**config.mk**
```make
export PLATFORM = sky130hd
export DESIGN_NAME = efva_vec_stage
export DESIGN_NICKNAME = d
export VERILOG_FILES = /design/src/hw/rtl/ellipse_frame_vector_angle_core_assert.svh /design/src/hw/rtl/efva_pkg.sv /design/src/hw/rtl/efva_vec_stage.sv
export SDC_FILE = /design/constraint.sdc
export NUM_CORES = 2
export LEC_CHECK = 0
export BUFFER_PORTS_ARGS = -buffer_cell sky130_fd_sc_hd__buf_4
export CAP_MARGIN = 25
export CORE_ASPECT_RATIO = 1.2
export CORE_UTILIZATION = 50
export CTS_CLUSTER_SIZE = 10
export DETAILED_ROUTE_END_ITERATION = 10
export PLACE_DENSITY = 0.66
export SYNTH_ARGS = -nofsm -noshare
export SYNTH_HDL_FRONTEND = slang
export SYNTH_SLANG_ARGS = --single-unit
```
**constraint.sdc**
```tcl
create_clock -name clock -period 34.8 [get_ports clock]
set_input_delay 1.74 -clock clock [delete_from_list [all_inputs] [get_ports clock]]
set_output_delay 1.74 -clock clock [all_outputs]
set_load 0.01 [all_outputs]
```
**src/hw/rtl/ellipse_frame_vector_angle_core_assert.svh**
```systemverilog
// ----------------------------------------------------------------------------
// Ellipse frame vector angle: assertion macros
// Concurrent checks on clock, disabled while reset is high.
// ----------------------------------------------------------------------------
`ifndef ELLIPSE_FRAME_VECTOR_ANGLE_CORE_ASSERT_SVH
`define ELLIPSE_FRAME_VECTOR_ANGLE_CORE_ASSERT_SVH
`ifndef SYNTHESIS
`define EFVA_ASSERT_IMPLIES(lbl, ante, cons) \
   lbl: assert property (@(posedge clock) disable iff (reset) (ante) |-> (cons)) \
      else $error("efva: check failed");
`define EFVA_ASSERT_NEXT(lbl, ante, cons) \
   lbl: assert property (@(posedge clock) disable iff (reset) (ante) |=> (cons)) \
      else $error("efva: check failed");
`else
`define EFVA_ASSERT_IMPLIES(lbl, ante, cons)
`define EFVA_ASSERT_NEXT(lbl, ante, cons)
`endif
`endif

```
**src/hw/rtl/efva_pkg.sv**
```systemverilog
// ----------------------------------------------------------------------------
// Ellipse frame vector angle: package
// Widths, register indexes, transaction types and the arctangent table.
// ----------------------------------------------------------------------------
package efva_pkg;

   localparam int ANGLE_BITS      = 16;
   localparam int COORD_WIDTH     = 32;
   localparam int RADIUS_WIDTH    = 32;
   localparam int CSR_INDEX_WIDTH = 3;
   localparam int CSR_DATA_WIDTH  = 32;

   localparam int AXIS_WIDTH   = 18;
   localparam int CROSS_WIDTH  = 21;
   localparam int TURN_WIDTH   = 32;
   localparam int CORDIC_STEPS = 30;
   localparam int STEP_WIDTH   = 5;

   localparam int VEC_WIDTH   = 41;
   localparam int EXT_WIDTH   = (COORD_WIDTH > VEC_WIDTH) ? COORD_WIDTH : VEC_WIDTH;
   localparam int PRE_SHW     = $clog2(EXT_WIDTH - VEC_WIDTH + 2);
   localparam int UPROD_WIDTH = AXIS_WIDTH + VEC_WIDTH;
   localparam int WPROD_WIDTH = CROSS_WIDTH + VEC_WIDTH;
   localparam int PROJ_WIDTH  = 61;
   localparam int CHECK_WIDTH = 64;
   localparam int MAG_WIDTH   = 30;
   localparam int NORM_SHW    = $clog2(PROJ_WIDTH - MAG_WIDTH + 1);
   localparam int BX_WIDTH    = 2 * MAG_WIDTH;
   localparam int CW          = 64;
   localparam int ZW          = 33;
   localparam int STEPS_PER_STAGE = 3;
   localparam int VEC_STAGES  = CORDIC_STEPS / STEPS_PER_STAGE;

   localparam logic [TURN_WIDTH-1:0] QUARTER = 32'h4000_0000;

   typedef enum logic [CSR_INDEX_WIDTH-1:0] {
      CSR_RADIUS_X = 3'd0,
      CSR_RADIUS_Y = 3'd1,
      CSR_TILT     = 3'd2,
      CSR_HEADING  = 3'd3,
      CSR_ROLL     = 3'd4
   } csr_index_type;

   typedef struct packed {
      logic signed [COORD_WIDTH-1:0] vector_x;
      logic signed [COORD_WIDTH-1:0] vector_y;
      logic signed [COORD_WIDTH-1:0] vector_z;
   } req_type;

   typedef struct packed {
      logic [ANGLE_BITS-1:0] plane_angle;
      logic                  degenerate;
   } rsp_type;

   typedef struct packed {
      logic [2:0][AXIS_WIDTH-1:0]  u;
      logic [2:0][AXIS_WIDTH-1:0]  s;
      logic [2:0][CROSS_WIDTH-1:0] w;
   } frame_type;

   typedef struct packed {
      logic valid;
      logic zero;
      logic degen;
      logic bx_zero;
      logic by_zero;
      logic p_neg;
      logic t_neg;
   } ctl_type;

   function automatic logic [TURN_WIDTH-1:0] atan_turn(input logic [STEP_WIDTH-1:0] i);
      logic [TURN_WIDTH-1:0] r;
      unique case (i)
         5'd0:  r = 32'd536870912;
         5'd1:  r = 32'd316933406;
         5'd2:  r = 32'd167458907;
         5'd3:  r = 32'd85004756;
         5'd4:  r = 32'd43149635;
         5'd5:  r = 32'd21354465;
         5'd6:  r = 32'd10680862;
         5'd7:  r = 32'd5340245;
         5'd8:  r = 32'd2670163;
         5'd9:  r = 32'd1335087;
         5'd10: r = 32'd667544;
         5'd11: r = 32'd333772;
         5'd12: r = 32'd166886;
         5'd13: r = 32'd83443;
         5'd14: r = 32'd41722;
         5'd15: r = 32'd20861;
         5'd16: r = 32'd10430;
         5'd17: r = 32'd5215;
         5'd18: r = 32'd2608;
         5'd19: r = 32'd1304;
         5'd20: r = 32'd652;
         5'd21: r = 32'd326;
         5'd22: r = 32'd163;
         5'd23: r = 32'd81;
         5'd24: r = 32'd41;
         5'd25: r = 32'd20;
         5'd26: r = 32'd10;
         5'd27: r = 32'd5;
         5'd28: r = 32'd3;
         5'd29: r = 32'd1;
         default: r = '0;
      endcase
      return r;
   endfunction

endpackage

```
**src/hw/rtl/efva_vec_stage.sv**
```systemverilog
// ----------------------------------------------------------------------------
// Ellipse frame vector angle: vectoring stage
// Three CORDIC vectoring iterations with fixed shifts, then a register.
// ----------------------------------------------------------------------------
module efva_vec_stage
   import efva_pkg::*;
#(
   parameter int STEP0 = 0
) (
   input  logic                 clock,
   input  logic                 reset,
   input  logic                 adv,
   input  ctl_type              ctl_in,
   input  logic signed [CW-1:0] x_in,
   input  logic signed [CW-1:0] y_in,
   input  logic signed [ZW-1:0] z_in,
   output ctl_type              ctl_out,
   output logic signed [CW-1:0] x_out,
   output logic signed [CW-1:0] y_out,
   output logic signed [ZW-1:0] z_out
);

   logic signed [CW-1:0] xs [STEPS_PER_STAGE+1];
   logic signed [CW-1:0] ys [STEPS_PER_STAGE+1];
   logic signed [ZW-1:0] zs [STEPS_PER_STAGE+1];
   logic signed [ZW-1:0] at [STEPS_PER_STAGE];
   ctl_type              ctl_ff;
   logic signed [CW-1:0] x_ff, y_ff;
   logic signed [ZW-1:0] z_ff;

   always_comb begin
      xs[0] = x_in;
      ys[0] = y_in;
      zs[0] = z_in;
      for (int k = 0; k < STEPS_PER_STAGE; k++) begin
         at[k] = $signed(ZW'(atan_turn(STEP_WIDTH'(STEP0 + k))));
         if (!ys[k][CW-1]) begin
            xs[k+1] = xs[k] + (ys[k] >>> (STEP0 + k));
            ys[k+1] = ys[k] - (xs[k] >>> (STEP0 + k));
            zs[k+1] = zs[k] + at[k];
         end else begin
            xs[k+1] = xs[k] - (ys[k] >>> (STEP0 + k));
            ys[k+1] = ys[k] + (xs[k] >>> (STEP0 + k));
            zs[k+1] = zs[k] - at[k];
         end
      end
   end

   always_ff @(posedge clock) begin
      if (reset) begin
         ctl_ff <= '0;
      end else if (adv) begin
         ctl_ff <= ctl_in;
      end
   end

   always_ff @(posedge clock) begin
      if (adv) begin
         x_ff <= xs[STEPS_PER_STAGE];
         y_ff <= ys[STEPS_PER_STAGE];
         z_ff <= zs[STEPS_PER_STAGE];
      end
   end

   assign ctl_out = ctl_ff;
   assign x_out   = x_ff;
   assign y_out   = y_ff;
   assign z_out   = z_ff;

endmodule

```
==> flow_summary_export.csv <==
group,metric,value,unit
sta,worst_pin_slew,1160,ps
grt,grt_usage,0.323,
setup_path,ff2ff_setup_slack,34180,ps
sta,grt_setup_unrepaired,"false",
setup_path,slowest_stage,"o41ai_1",
synth,synth_edf_count,161,
setup_path,r2r.worst_path.cells,2,
setup_path,worstPathRequired,35050,ps
setup_path,path_max_fanout,53,
sta,min_period,15680,ps
clock_tree,cts_resized,0,
routing,drt_iter0_drc,3988,
worst_hold_path,min_path_type,"reg2reg",
routing,route.detailed.drc,0,
clock_tree,clock_tree.root_cell,"clkbuf_16",
synth,yosysTopAreaCell,"ha_1",
clock_tree,clk_pin_slew,70,ps
grt,grt_pass1_wl,216000,um
die,dieWidth,262,um
die,num_rows,114,
synth,netlist_area,0.0407,mm2
setup_path,r2r_end,"ctl_out[6]$_SDFFE_PP0P_",
grt,grt_start_max_net_pins,71,
synth,yosysTopAreaCellShare,0.160,
flow_run,cap_violations,0,
sta,slew_headroom,0.218,
routing,finalWirelength,139000,um
synth,synthAdderAreaFrac,0.165,
finish,antenna-diode-count,0,
setup_path,cp-start-kind,"primary input",
synth,synth_cell_types,121,
place,gp_congestion,0.977,
sta,timing.fmax,0.0638,GHz
place,place_ws,18850,ps
routing,viasPerCell,6.29,
synth,syn_avg_cell_area,7.35,um2
worst_hold_path,hold_end,"ctl_out[2]$_SDFFE_PP0P_",
grt,globalRouteOverflowTotal,0,
die,pin_count,339,
place,io_buffers,338,
synth,synth_warnings,0,
die,dieHeight,315,um
routing,vias,42800,
sta,slew_viol_final,0,
finish,area_growth,10.1,%
synth,ys_seq_elements,168,
die,die_area,0.0825,mm2
synth,ys_seq_area_frac,0.122,
synth,synth_compound_area_frac,0.310,
worst_hold_path,hold_depth,2,
sta,fin_setup_tns,0,ps
synth,synth_top_family_by_area,"compound AO/OA/AOI/OAI gates",
routing,wire_per_inst,20.5,um
die,start_util,0.505,
die,core_area,0.0806,mm2
setup_path,crit_type,"in2reg",
synth,syn_inst,5538,
finish,drive_above_1_share,0.0916,
sta,setup_violations,0,
status,status,"finished clean",
sta,fin_ws,19120,ps
sta,finalClockSkew,0,ps
setup_path,rr_startpoint,"ctl_out[6]$_SDFFE_PP0P_",
synth,async_reset_ff_frac,0,
setup_path,arrival,15930,ps
routing,first_pass_iters,7,
grt,grt_pass1_vias,39800,
finish,fin_nets,6461,
sta,finalHoldViolCount,0,
setup_path,crit_path_max_incr_delay,990,ps
clock_tree,clk_latency,490,ps
clock_tree,clockBufferDepth,3,
clock_tree,cts_tree,"built",
sta,layout_worst_path_cycle_share,0.451,
worst_hold_path,hp-start,"ctl_out[2]$_SDFFE_PP0P_",
routing,final_antenna_net_count,0,
synth,synth-simple-area-share,0.203,
synth,muxShareOfSynthArea,0.0105,
synth,synthesis.nets,6240,
clock_tree,cts.sinks,168,
grt,antenna_found_initial,0,
place,hpwl,117000,um
clock_tree,cts_hold_buf,0,
synth,synth_xor_area_frac,0.137,
setup_path,endpoint_kind,"flop",
clock_tree,htree_levels,4,
synth,synth-main-ff-cell,"edfxtp_1",
clock_tree,cts_setup_buffers,0,
clock_tree,numCtsBuffers,25,
synth,synthTopCellsByArea,"ha_1 (16%), edfxtp_1 (12%), xnor2_1 (9.8%)",
[layout make-up]
class / count / area [um2]
Clock buffer: 26 / 651
Multi-Input combinational cell: 4828 / 33600
Inverter: 374 / 1410
Clock inverter: 7 / 114
Fill cell: 8019 / 35800
Timing Repair Buffer: 362 / 2730
Tap cell: 1044 / 1310
Sequential cell: 168 / 4970
[Yosys cell counts (14+ instances only)]
master     count
o41ai_1       18
and3_1        32
a221oi_1      16
nor3_1       129
a31oi_1       66
o31a_1        19
inv_1        362
a21oi_1      610
nor2_1       479
xnor2_1      453
a21o_1       243
o2111ai_1     21
nand2b_1      63
buf_1         20
ha_1         521
a21boi_0      23
o22ai_1       15
o31ai_1       96
clkbuf_1     103
nand3_1      120
or2_2         43
or4_1         21
nor4_1        52
a2111oi_0     14
o211ai_1      38
buf_2         35
xor2_1       175
nor2b_1       67
or3_1         48
nand2_1      404
a221o_1       16
edfxtp_1     161
o21a_1        67
mux2i_1       37
a211oi_1      45
o21ai_0      372
and4_1        14
and2_1        37
nand4_1       91
a211o_1       20
o21bai_1      97
[state kept, by name, indices dropped and copies added, names as in the netlist]
| name | count |
|---|---|
| y_out | 64 |
| x_out | 64 |
| ctl_out | 7 |
| z_out | 33 |
[worst max-delay path: cells and delay by family]
| kind | cells | cell delay [ps] |
|---|---|---|
| compound gates | 33 | 9020 |
| fa+ha+maj | 3 | 1550 |
| xor+xnor | 4 | 710 |
| simple gates | 6 | 1030 |
| buf+inv | 6 | 1820 |
[how the worst max path moves through the flow]
stage,start,end,slack (ps),cells past startpoint
after floorplan,x_in[5],z_out[32]$_DFFE_PP_,21960,51
after global placement,x_in[5],x_out[62]$_DFFE_PP_,19190,52
after detailed placement,x_in[5],x_out[62]$_DFFE_PP_,18850,52
after CTS,x_in[5],x_out[62]$_DFFE_PP_,19330,52
after global routing,x_in[11],x_out[62]$_DFFE_PP_,18310,52
final,x_in[5],x_out[62]$_DFFE_PP_,19120,52
[cell usage in the layout (no fill, tap or decap), types with 63 or more instances in the layout]
cell type / count
a31oi_1: 66
xnor2_1: 453
o21ai_0: 372
o31ai_1: 96
o21bai_1: 97
xor2_1: 174
nor3_1: 129
a21oi_1: 610
a21o_1: 243
nor2b_1: 67
nand2b_1: 63
nand3_1: 120
nand2_1: 404
nor2_1: 479
edfxtp_1: 161
o21a_1: 67
inv_1: 361
ha_1: 521
nand4_1: 91
buf_4: 360
[per-stage QoR]
stage	hold slack [ps]	util	std cells	instance area, um2
after floorplan	528	-	5538	40700
after global placement	477	0.546	6775	44000
after detailed placement	491	0.546	6775	44000
after CTS	508	0.556	6808	44800
after global routing	538	0.556	6809	44800
final	501	0.556	6809	44800
[kinds of logic (layout without fill, tap and decap cells)]
kind of cell / after synthesis / count (layout)
compound gates: 1951 / 1951
simple gates: 1672 / 1672
xor+xnor: 632 / 632
buf+inv: 542 / 769
fa+ha+maj: 531 / 531
flops: 168 / 168
mux: 42 / 42
[routing by layer]
layer	global-route usage	routed length, um	vias up
li1	-	-	20700
met3	0.0270	8950	275
met2	0.533	62700	1758
met4	0.114	4950	0
met1	0.440	62800	20000
met5	0	0	-
Power is left out: the tool's default activity adds up to more than one toggle a clock period on the data nets, which glitch-free logic cannot reach.
