<file path="src/hw/rtl/ellipse_frame_vector_angle_core_assert.svh">
// ----------------------------------------------------------------------------
// Ellipse frame vector angle: assertion macros
// Concurrent checks on clock, disabled while reset is high.
// ----------------------------------------------------------------------------
`ifndef ELLIPSE_FRAME_VECTOR_ANGLE_CORE_ASSERT_SVH
`define ELLIPSE_FRAME_VECTOR_ANGLE_CORE_ASSERT_SVH
`ifndef SYNTHESIS
`define EFVA_ASSERT_IMPLIES(lbl, ante, cons) \
   lbl: assert property (@(posedge clock) disable iff (reset) (ante) |-> (cons)) \
      else $error("efva: check failed");
`define EFVA_ASSERT_NEXT(lbl, ante, cons) \
   lbl: assert property (@(posedge clock) disable iff (reset) (ante) |=> (cons)) \
      else $error("efva: check failed");
`else
`define EFVA_ASSERT_IMPLIES(lbl, ante, cons)
`define EFVA_ASSERT_NEXT(lbl, ante, cons)
`endif
`endif

</file>
<file path="src/hw/rtl/efva_pkg.sv">
// ----------------------------------------------------------------------------
// Ellipse frame vector angle: package
// Widths, register indexes, transaction types and the arctangent table.
// ----------------------------------------------------------------------------
package efva_pkg;

   localparam int ANGLE_BITS      = 16;
   localparam int COORD_WIDTH     = 32;
   localparam int RADIUS_WIDTH    = 32;
   localparam int CSR_INDEX_WIDTH = 3;
   localparam int CSR_DATA_WIDTH  = 32;

   localparam int AXIS_WIDTH   = 18;
   localparam int CROSS_WIDTH  = 21;
   localparam int TURN_WIDTH   = 32;
   localparam int CORDIC_STEPS = 30;
   localparam int STEP_WIDTH   = 5;

   localparam int VEC_WIDTH   = 41;
   localparam int EXT_WIDTH   = (COORD_WIDTH > VEC_WIDTH) ? COORD_WIDTH : VEC_WIDTH;
   localparam int PRE_SHW     = $clog2(EXT_WIDTH - VEC_WIDTH + 2);
   localparam int UPROD_WIDTH = AXIS_WIDTH + VEC_WIDTH;
   localparam int WPROD_WIDTH = CROSS_WIDTH + VEC_WIDTH;
   localparam int PROJ_WIDTH  = 61;
   localparam int CHECK_WIDTH = 64;
   localparam int MAG_WIDTH   = 30;
   localparam int NORM_SHW    = $clog2(PROJ_WIDTH - MAG_WIDTH + 1);
   localparam int BX_WIDTH    = 2 * MAG_WIDTH;
   localparam int CW          = 64;
   localparam int ZW          = 33;
   localparam int STEPS_PER_STAGE = 3;
   localparam int VEC_STAGES  = CORDIC_STEPS / STEPS_PER_STAGE;

   localparam logic [TURN_WIDTH-1:0] QUARTER = 32'h4000_0000;

   typedef enum logic [CSR_INDEX_WIDTH-1:0] {
      CSR_RADIUS_X = 3'd0,
      CSR_RADIUS_Y = 3'd1,
      CSR_TILT     = 3'd2,
      CSR_HEADING  = 3'd3,
      CSR_ROLL     = 3'd4
   } csr_index_type;

   typedef struct packed {
      logic signed [COORD_WIDTH-1:0] vector_x;
      logic signed [COORD_WIDTH-1:0] vector_y;
      logic signed [COORD_WIDTH-1:0] vector_z;
   } req_type;

   typedef struct packed {
      logic [ANGLE_BITS-1:0] plane_angle;
      logic                  degenerate;
   } rsp_type;

   typedef struct packed {
      logic [2:0][AXIS_WIDTH-1:0]  u;
      logic [2:0][AXIS_WIDTH-1:0]  s;
      logic [2:0][CROSS_WIDTH-1:0] w;
   } frame_type;

   typedef struct packed {
      logic valid;
      logic zero;
      logic degen;
      logic bx_zero;
      logic by_zero;
      logic p_neg;
      logic t_neg;
   } ctl_type;

   function automatic logic [TURN_WIDTH-1:0] atan_turn(input logic [STEP_WIDTH-1:0] i);
      logic [TURN_WIDTH-1:0] r;
      unique case (i)
         5'd0:  r = 32'd536870912;
         5'd1:  r = 32'd316933406;
         5'd2:  r = 32'd167458907;
         5'd3:  r = 32'd85004756;
         5'd4:  r = 32'd43149635;
         5'd5:  r = 32'd21354465;
         5'd6:  r = 32'd10680862;
         5'd7:  r = 32'd5340245;
         5'd8:  r = 32'd2670163;
         5'd9:  r = 32'd1335087;
         5'd10: r = 32'd667544;
         5'd11: r = 32'd333772;
         5'd12: r = 32'd166886;
         5'd13: r = 32'd83443;
         5'd14: r = 32'd41722;
         5'd15: r = 32'd20861;
         5'd16: r = 32'd10430;
         5'd17: r = 32'd5215;
         5'd18: r = 32'd2608;
         5'd19: r = 32'd1304;
         5'd20: r = 32'd652;
         5'd21: r = 32'd326;
         5'd22: r = 32'd163;
         5'd23: r = 32'd81;
         5'd24: r = 32'd41;
         5'd25: r = 32'd20;
         5'd26: r = 32'd10;
         5'd27: r = 32'd5;
         5'd28: r = 32'd3;
         5'd29: r = 32'd1;
         default: r = '0;
      endcase
      return r;
   endfunction

endpackage

</file>
<file path="src/hw/rtl/efva_frame.sv">
// ----------------------------------------------------------------------------
// Ellipse frame vector angle: frame builder
// Sequencer with one CORDIC rotator and one multiplier; rebuilds the axes
// u, s and the check vector n x u after reset or an angle write.
// ----------------------------------------------------------------------------
module efva_frame
   import efva_pkg::*;
(
   input  logic                  clock,
   input  logic                  reset,
   input  logic                  start,
   input  logic [ANGLE_BITS-1:0] tilt_angle,
   input  logic [ANGLE_BITS-1:0] heading_angle,
   input  logic [ANGLE_BITS-1:0] roll_angle,
   output frame_type             frame,
   output logic                  busy
);

   localparam int TRIG_WIDTH = 33;
   localparam int MUL_WIDTH  = 2 * AXIS_WIDTH;
   localparam int ACC_WIDTH  = MUL_WIDTH + 2;
   localparam logic signed [TRIG_WIDTH-1:0] CORDIC_GAIN = 652032874;
   localparam logic signed [TRIG_WIDTH-1:0] TRIG_ONE    = 65536;
   localparam logic signed [ACC_WIDTH-1:0]  AXIS_MAX    = 131071;
   localparam logic signed [ACC_WIDTH-1:0]  AXIS_MIN    = -131072;
   localparam logic [STEP_WIDTH-1:0] ROT_LAST  = STEP_WIDTH'(CORDIC_STEPS - 1);
   localparam logic [STEP_WIDTH-1:0] PROD_LAST = 5'd19;

   typedef enum logic [4:0] {
      ST_IDLE  = 5'b00001,
      ST_LOAD  = 5'b00010,
      ST_ROT   = 5'b00100,
      ST_STORE = 5'b01000,
      ST_PROD  = 5'b10000
   } state_type;

   typedef enum logic [3:0] {
      DST_A, DST_B, DST_U0, DST_U1, DST_U2, DST_S0, DST_S1, DST_S2,
      DST_N0, DST_N1, DST_W0, DST_W1, DST_W2
   } dest_type;

   function automatic logic signed [AXIS_WIDTH-1:0] clamp_trig(
      input logic signed [TRIG_WIDTH-1:0] v);
      logic signed [AXIS_WIDTH-1:0] r;
      if (v > TRIG_ONE) r = AXIS_WIDTH'(TRIG_ONE);
      else if (v < -TRIG_ONE) r = AXIS_WIDTH'(-TRIG_ONE);
      else r = AXIS_WIDTH'(v);
      return r;
   endfunction

   function automatic logic signed [AXIS_WIDTH-1:0] clamp_axis(
      input logic signed [ACC_WIDTH-1:0] v);
      logic signed [AXIS_WIDTH-1:0] r;
      if (v > AXIS_MAX) r = AXIS_WIDTH'(AXIS_MAX);
      else if (v < AXIS_MIN) r = AXIS_WIDTH'(AXIS_MIN);
      else r = AXIS_WIDTH'(v);
      return r;
   endfunction

   state_type                     state_ff, state_in;
   logic [1:0]                    sel_ff, sel_in;
   logic [STEP_WIDTH-1:0]         step_ff, step_in;
   logic [1:0]                    quad_ff, quad_in;
   logic signed [TRIG_WIDTH-1:0]  rx_ff, rx_in, ry_ff, ry_in;
   logic signed [TURN_WIDTH-1:0]  rz_ff, rz_in;
   logic signed [AXIS_WIDTH-1:0]  ct_ff, ct_in, st_ff, st_in, cp_ff, cp_in;
   logic signed [AXIS_WIDTH-1:0]  sp_ff, sp_in, ca_ff, ca_in, sa_ff, sa_in;
   logic signed [AXIS_WIDTH-1:0]  a_ff, a_in, b_ff, b_in;
   logic signed [ACC_WIDTH-1:0]   acc_ff, acc_in;
   logic signed [AXIS_WIDTH-1:0]  u_ff [3];
   logic signed [AXIS_WIDTH-1:0]  u_in [3];
   logic signed [AXIS_WIDTH-1:0]  s_ff [3];
   logic signed [AXIS_WIDTH-1:0]  s_in [3];
   logic signed [AXIS_WIDTH-1:0]  n_ff [3];
   logic signed [AXIS_WIDTH-1:0]  n_in [3];
   logic signed [CROSS_WIDTH-1:0] w_ff [3];
   logic signed [CROSS_WIDTH-1:0] w_in [3];

   logic [ANGLE_BITS-1:0]         ang;
   logic [TURN_WIDTH-1:0]         turn;
   logic signed [TRIG_WIDTH-1:0]  dx, dy, cr_full, sr_full;
   logic signed [TURN_WIDTH-1:0]  atan_s;
   logic signed [AXIS_WIDTH-1:0]  cr, sr, cv, sv;
   logic signed [AXIS_WIDTH-1:0]  op_a, op_b;
   logic                          neg, first, last, raw;
   dest_type                      dest;
   logic signed [MUL_WIDTH-1:0]   prod, prod_rnd;
   logic signed [ACC_WIDTH-1:0]   term, acc_new, acc_rnd;
   logic signed [AXIS_WIDTH-1:0]  axis_val;

   always_comb begin
      op_a  = ct_ff;
      op_b  = sp_ff;
      neg   = 1'b0;
      first = 1'b1;
      last  = 1'b1;
      raw   = 1'b0;
      dest  = DST_A;
      unique case (step_ff)
         5'd0:  begin op_a = ct_ff; op_b = sp_ff; dest = DST_A; end
         5'd1:  begin op_a = ct_ff; op_b = cp_ff; dest = DST_B; end
         5'd2:  begin op_a = cp_ff; op_b = ca_ff; last = 1'b0; end
         5'd3:  begin op_a = a_ff; op_b = sa_ff; neg = 1'b1; first = 1'b0; dest = DST_U0; end
         5'd4:  begin op_a = sp_ff; op_b = ca_ff; last = 1'b0; end
         5'd5:  begin op_a = b_ff; op_b = sa_ff; first = 1'b0; dest = DST_U1; end
         5'd6:  begin op_a = st_ff; op_b = sa_ff; dest = DST_U2; end
         5'd7:  begin op_a = cp_ff; op_b = sa_ff; neg = 1'b1; last = 1'b0; end
         5'd8:  begin op_a = a_ff; op_b = ca_ff; neg = 1'b1; first = 1'b0; dest = DST_S0; end
         5'd9:  begin op_a = sp_ff; op_b = sa_ff; neg = 1'b1; last = 1'b0; end
         5'd10: begin op_a = b_ff; op_b = ca_ff; first = 1'b0; dest = DST_S1; end
         5'd11: begin op_a = st_ff; op_b = ca_ff; dest = DST_S2; end
         5'd12: begin op_a = st_ff; op_b = sp_ff; dest = DST_N0; end
         5'd13: begin op_a = st_ff; op_b = cp_ff; neg = 1'b1; dest = DST_N1; end
         5'd14: begin op_a = n_ff[1]; op_b = u_ff[2]; raw = 1'b1; last = 1'b0; end
         5'd15: begin
            op_a = n_ff[2]; op_b = u_ff[1]; raw = 1'b1; neg = 1'b1; first = 1'b0;
            dest = DST_W0;
         end
         5'd16: begin op_a = n_ff[2]; op_b = u_ff[0]; raw = 1'b1; last = 1'b0; end
         5'd17: begin
            op_a = n_ff[0]; op_b = u_ff[2]; raw = 1'b1; neg = 1'b1; first = 1'b0;
            dest = DST_W1;
         end
         5'd18: begin op_a = n_ff[0]; op_b = u_ff[1]; raw = 1'b1; last = 1'b0; end
         5'd19: begin
            op_a = n_ff[1]; op_b = u_ff[0]; raw = 1'b1; neg = 1'b1; first = 1'b0;
            dest = DST_W2;
         end
         default: begin op_a = '0; op_b = '0; last = 1'b0; end
      endcase
   end

   always_comb begin
      prod     = op_a * op_b;
      prod_rnd = (prod + MUL_WIDTH'(32768)) >>> 16;
      term     = raw ? ACC_WIDTH'(prod) : ACC_WIDTH'(prod_rnd);
      acc_new  = (first ? '0 : acc_ff) + (neg ? -term : term);
      acc_rnd  = (acc_new + ACC_WIDTH'(32768)) >>> 16;
      axis_val = clamp_axis(acc_new);

      unique case (sel_ff)
         2'd0:    ang = tilt_angle;
         2'd1:    ang = heading_angle;
         default: ang = roll_angle;
      endcase
      turn = {ang, {(TURN_WIDTH - ANGLE_BITS){1'b0}}};

      dx     = ry_ff >>> step_ff;
      dy     = rx_ff >>> step_ff;
      atan_s = $signed(atan_turn(step_ff));

      cr_full = (rx_ff + TRIG_WIDTH'(8192)) >>> 14;
      sr_full = (ry_ff + TRIG_WIDTH'(8192)) >>> 14;
      cr      = clamp_trig(cr_full);
      sr      = clamp_trig(sr_full);
      unique case (quad_ff)
         2'd0: begin cv = cr;  sv = sr;  end
         2'd1: begin cv = -sr; sv = cr;  end
         2'd2: begin cv = -cr; sv = -sr; end
         2'd3: begin cv = sr;  sv = -cr; end
      endcase
   end

   always_comb begin
      state_in = state_ff;
      sel_in   = sel_ff;
      step_in  = step_ff;
      quad_in  = quad_ff;
      rx_in    = rx_ff;
      ry_in    = ry_ff;
      rz_in    = rz_ff;
      ct_in    = ct_ff;
      st_in    = st_ff;
      cp_in    = cp_ff;
      sp_in    = sp_ff;
      ca_in    = ca_ff;
      sa_in    = sa_ff;
      a_in     = a_ff;
      b_in     = b_ff;
      acc_in   = acc_ff;
      u_in     = u_ff;
      s_in     = s_ff;
      n_in     = n_ff;
      w_in     = w_ff;
      unique case (state_ff)
         ST_IDLE: begin
         end
         ST_LOAD: begin
            quad_in  = turn[TURN_WIDTH-1 -: 2];
            rx_in    = CORDIC_GAIN;
            ry_in    = '0;
            rz_in    = $signed({2'b00, turn[TURN_WIDTH-3:0]});
            step_in  = '0;
            state_in = ST_ROT;
         end
         ST_ROT: begin
            if (!rz_ff[TURN_WIDTH-1]) begin
               rx_in = rx_ff - dx;
               ry_in = ry_ff + dy;
               rz_in = rz_ff - atan_s;
            end else begin
               rx_in = rx_ff + dx;
               ry_in = ry_ff - dy;
               rz_in = rz_ff + atan_s;
            end
            step_in = step_ff + 1'b1;
            if (step_ff == ROT_LAST) begin
               state_in = ST_STORE;
            end
         end
         ST_STORE: begin
            unique case (sel_ff)
               2'd0:    begin ct_in = cv; st_in = sv; end
               2'd1:    begin cp_in = cv; sp_in = sv; end
               default: begin ca_in = cv; sa_in = sv; end
            endcase
            if (sel_ff == 2'd2) begin
               n_in[2]  = ct_ff;
               step_in  = '0;
               state_in = ST_PROD;
            end else begin
               sel_in   = sel_ff + 1'b1;
               state_in = ST_LOAD;
            end
         end
         ST_PROD: begin
            acc_in = acc_new;
            if (last) begin
               unique case (dest)
                  DST_A:  a_in    = axis_val;
                  DST_B:  b_in    = axis_val;
                  DST_U0: u_in[0] = axis_val;
                  DST_U1: u_in[1] = axis_val;
                  DST_U2: u_in[2] = axis_val;
                  DST_S0: s_in[0] = axis_val;
                  DST_S1: s_in[1] = axis_val;
                  DST_S2: s_in[2] = axis_val;
                  DST_N0: n_in[0] = axis_val;
                  DST_N1: n_in[1] = axis_val;
                  DST_W0: w_in[0] = CROSS_WIDTH'(acc_rnd);
                  DST_W1: w_in[1] = CROSS_WIDTH'(acc_rnd);
                  DST_W2: w_in[2] = CROSS_WIDTH'(acc_rnd);
                  default: begin
                  end
               endcase
            end
            step_in = step_ff + 1'b1;
            if (step_ff == PROD_LAST) begin
               state_in = ST_IDLE;
            end
         end
         default: state_in = ST_IDLE;
      endcase
      if (start) begin
         sel_in   = '0;
         state_in = ST_LOAD;
      end
   end

   always_ff @(posedge clock) begin
      if (reset) begin
         state_ff <= ST_LOAD;
         sel_ff   <= '0;
         step_ff  <= '0;
      end else begin
         state_ff <= state_in;
         sel_ff   <= sel_in;
         step_ff  <= step_in;
      end
   end

   always_ff @(posedge clock) begin
      quad_ff <= quad_in;
      rx_ff   <= rx_in;
      ry_ff   <= ry_in;
      rz_ff   <= rz_in;
      ct_ff   <= ct_in;
      st_ff   <= st_in;
      cp_ff   <= cp_in;
      sp_ff   <= sp_in;
      ca_ff   <= ca_in;
      sa_ff   <= sa_in;
      a_ff    <= a_in;
      b_ff    <= b_in;
      acc_ff  <= acc_in;
      u_ff    <= u_in;
      s_ff    <= s_in;
      n_ff    <= n_in;
      w_ff    <= w_in;
   end

   always_comb begin
      for (int k = 0; k < 3; k++) begin
         frame.u[k] = u_ff[k];
         frame.s[k] = s_ff[k];
         frame.w[k] = w_ff[k];
      end
   end

   assign busy = (state_ff != ST_IDLE);

endmodule

</file>
<file path="config.mk">
export PLATFORM = sky130hd
export DESIGN_NAME = efva_frame
export DESIGN_NICKNAME = d
export VERILOG_FILES = /design/src/hw/rtl/ellipse_frame_vector_angle_core_assert.svh /design/src/hw/rtl/efva_pkg.sv /design/src/hw/rtl/efva_frame.sv
export SDC_FILE = /design/constraint.sdc
export NUM_CORES = 2
export LEC_CHECK = 0
export BUFFER_PORTS_ARGS = -buffer_cell sky130_fd_sc_hd__buf_2
export CAP_MARGIN = 20
export CORE_UTILIZATION = 58
export DETAILED_ROUTE_END_ITERATION = 10
export HOLD_SLACK_MARGIN = 0.1
export PLACE_DENSITY = 0.82
export SLEW_MARGIN = 40
export SYNTH_ARGS = -nofsm -noshare
export SYNTH_HDL_FRONTEND = slang
export SYNTH_SLANG_ARGS = --single-unit
</file>
<file path="constraint.sdc">
create_clock -name clock -period 13.5 [get_ports clock]
set_clock_uncertainty 0.1 [all_clocks]
set_input_delay 2.7 -clock clock [delete_from_list [all_inputs] [get_ports clock]]
set_output_delay 2.7 -clock clock [all_outputs]
set_load 0.005 [all_outputs]
</file>
==> metrics.md <==
| Metric | Value |
|---|---|
| Outcome | complete, but fails checks |
| Violated checks | negative setup slack |
| Final cycle utilization of the critical path | 100% |
| Critical path startpoint | step_ff[0] |
| Hold crit path type | register to register |
| Final Setup Violations | 23 |
| Clk_lat worst skew | approximately 640 ps |
| Hold-fix buffers at CTS | 0 |
| Max-slew violation count | 0 |
| Cells on worst reg2reg path | between 50 and 60 |
| Die width | approximately 300 um |
| Syn_area_per_cell | 9.63 um2 |
| Hold slack | 350 ps |
| Worst path max stage delay | 600 ps |
| Vias | 45500 |
| CTS buffer count | 53 |
| Unrepaired setup endpoints after global routing | true |
| DPL Wire Length | 128000 um |
| FILL cells | roughly 5900 |
| Area grow syn2layout | 24.3% |
| Net Count, Synth | 5836 |
| I/O pin total | 223 |
| Max-cap violations | 0 |
| Pre-CTS WS | -508 ps |
| CP startpoint kind | register |
| GRT Util Overall | ~38% |
| ANT nets after route | 0 |
| FF-to-FF End | frame[162] |
| Initial antenna violation count | 10 |
| DRC errors left | 0 |
| Die height | roughly 300 um |
| Initial Util | 58.7% |
| Worst r2r src | step_ff[0] |
| Worst Tran Pin Value | approximately 950 ps |
| First DRT Iteration DRCs | around 5700 |
| Row count | roughly 110 |
| Port buffer count | around 220 |
| Main flop type after synthesis | edfxtp_1 |
| WP data required | between 10000 and 15000 ps |
| Vias in the first global route | between 40000 and 50000 |
| Vias per cell | roughly 6.3 |
| Ys Warns | 0 |
| Syn Inst Count | 5201 |
| Fin. Hold Viols | 0 |
| Post-route cell area | between 0.06 and 0.07 mm2 |
| Ys async rst share | 0% |
| #FFs+latches synth | between 500 and 600 |
| CTS tree | done |
| R2R setup slack | -40 ps |
| Core Region | between 0.08 and 0.09 mm2 |
| Post-Syn Area | ~0.050 mm2 |
| Clock sink total | ~550 |
| DR pass1 iterations | 7 |
| Pin count of the biggest net entering global routing | 78 |
| CTS Root Buffer Type | clkbuf_16 |
| DR WL/cell | ~24 um |
| Share of layout cells above drive strength 1 | 26.2% |
| Worst slew margin | a little over a third |
| Sequential area share after synthesis | 32.1% |
| Worst-path clk slew | approximately 70 ps |
| GP Congestion | 1.01 |
| First-pass GRT wire length | roughly 250000 um |
| EDFF count, synth | around 510 |
| H-tree level count | 2 |
| Critical Path Fanout Max | 7 |
| Critical-path top delay cell | o41a_4 |
| Die area | slightly below 0.09 mm2 |
| Nets | 6637 |
| Critical path destination | frame[162] |
| Cell area after placement | roughly 0.057 mm2 |
| Longest Clk Path Bufs | 3 |
| Setup crit end kind | register |
| Routed wire length | 174000 um |
| Fmax | about 74 MHz |
| Overflow after GRT | 0 |
| Minimum clock period | 13540 ps |
| Crit path DAT | 13950 ps |
| Setup Crit Path Kind | register to register |
| Synth cell types | ~110 |
| Final WS setup | -43.0 ps |
-- registers in the layout, indices dropped and copies added (netlist names), 30 cells and up --
register and count:
rx_ff 33, atan_s 30, acc_ff 38, ry_ff 33, rz_ff 32, n_ff 54
frame 171
-- worst max-delay path, delay by kind of cell, from the launching register on --
| kind | cells | cell delay (ps) |
|---|---|---|
| flip-flops | 1 | 400 |
| buffers and inverters | 13 | 1680 |
| XOR/XNOR | 1 | 90 |
| adder cells (fa/ha/maj) | 10 | 4120 |
| AND/OR/NAND/NOR | 15 | 2830 |
| AO/OA/AOI/OAI | 17 | 4150 |
-- kinds of logic (layout without fill, tap and decap cells) --
group                      count (synthesis)  in the layout  share of synthesized area [%]
and+or+nand+nor                         1630           1631                           15.3
AOI/OAI and AO/OA                       1146           1150                           15.4
buffers and inverters                    780           1620                           5.96
adders and majority gates                584            584                           19.6
DFF                                      549            549                           32.1
xor gates and xnor gates                 342            342                           6.05
muxes                                    170            170                           5.58
other                                      0              5                              0
-- final cells by class --
cell class | count | area (um2) | share of cell area [%]
inverter | 538 | 2040 | 3.27
tap | 1144 | 1430 | 2.30
timing repair buffer | 983 | 7700 | 12.4
multi-input combinational | 3877 | 33200 | 53.4
antenna | 5 | 12.5 | 0.0201
sequential | 549 | 16100 | 25.8
clock inverter | 32 | 335 | 0.539
clock buffer | 67 | 1400 | 2.25
-- stage by stage --
| step | TNS (ps) | cells | util [%] |
|---|---|---|---|
| after global placement | -24040 | 6965 | 67.4 |
| after global routing | -52250 | 7190 | 73.0 |
| after detailed placement | -65960 | 6965 | 67.4 |
| final | -366 | 7195 | 73.0 |
| after floorplan | 0 | 5201 | - |
| after CTS | 0 | 7082 | 70.0 |
-- cell usage in the layout (no fill, tap or decap), types with 48 or more instances in the layout --
master	netlist	routed
nor2b_1	72	71
clkbuf_16	0	57
xnor2_1	185	175
a21oi_1	316	287
nor3_1	87	73
a21o_1	81	79
nor2_1	525	483
a22oi_1	98	84
buf_4	1	657
fa_1	334	326
mux4_2	84	84
edfxtp_1	507	507
buf_2	24	222
inv_1	536	512
nand2b_1	63	62
o21ai_0	178	152
xor2_1	153	149
buf_12	1	48
nand2_1	480	465
and2_1	61	56
buf_6	1	50
a31oi_1	62	55
mux2i_1	54	52
nand3_1	104	98
ha_1	250	219
-- per-layer routing --
metal / global-route usage, % / up-vias / routed length [um]
li1: - / 20000 / -
met1: 45.9 / 21900 / 61300
met2: 61.0 / 2908 / 80500
met3: 7.52 / 718 / 18600
met4: 23.8 / 4 / 13500
met5: 0 / - / 29
-- how the worst min path moves through the flow --
stage	depth (start not counted)	endpoint	slack [ps]	start
2_1_floorplan	0	n_ff[0]	320	ct_ff[0]
3_3_place_gp	0	n_ff[0]	320	ct_ff[0]
3_5_place_dp	0	n_ff[16]	330	ct_ff[16]
4_1_cts	0	n_ff[0]	350	ct_ff[0]
5_1_grt	0	n_ff[16]	360	ct_ff[16]
6_report	0	n_ff[0]	350	ct_ff[0]
-- Yosys cell counts (42+ instances only) --
library cell	number	area [um2]
a211oi_1	67	503
a21o_1	81	608
a21oi_1	316	1580
a22oi_1	98	736
a31oi_1	62	388
and2_1	61	382
and3_1	48	300
clkbuf_1	180	676
dfxtp_1	42	841
edfxtp_1	507	15200
fa_1	334	6690
ha_1	250	3130
inv_1	536	2010
mux2i_1	54	541
mux4_2	84	1890
nand2_1	480	1800
nand2b_1	63	394
nand3_1	104	521
nor2_1	525	1970
nor2b_1	72	450
nor3_1	87	435
o21ai_0	178	891
xnor2_1	185	1620
xor2_1	153	1340
-- repair_timing --
action                     CTS  global route
gates cloned                 3             6
setup endpoints to repair  173           227
gates resized for setup     42           342
buffers inserted            15           104
pin swaps                   26           213
Power is not shown: default switching activity piles up to over one toggle a cycle in this logic, so the estimate is an artifact.
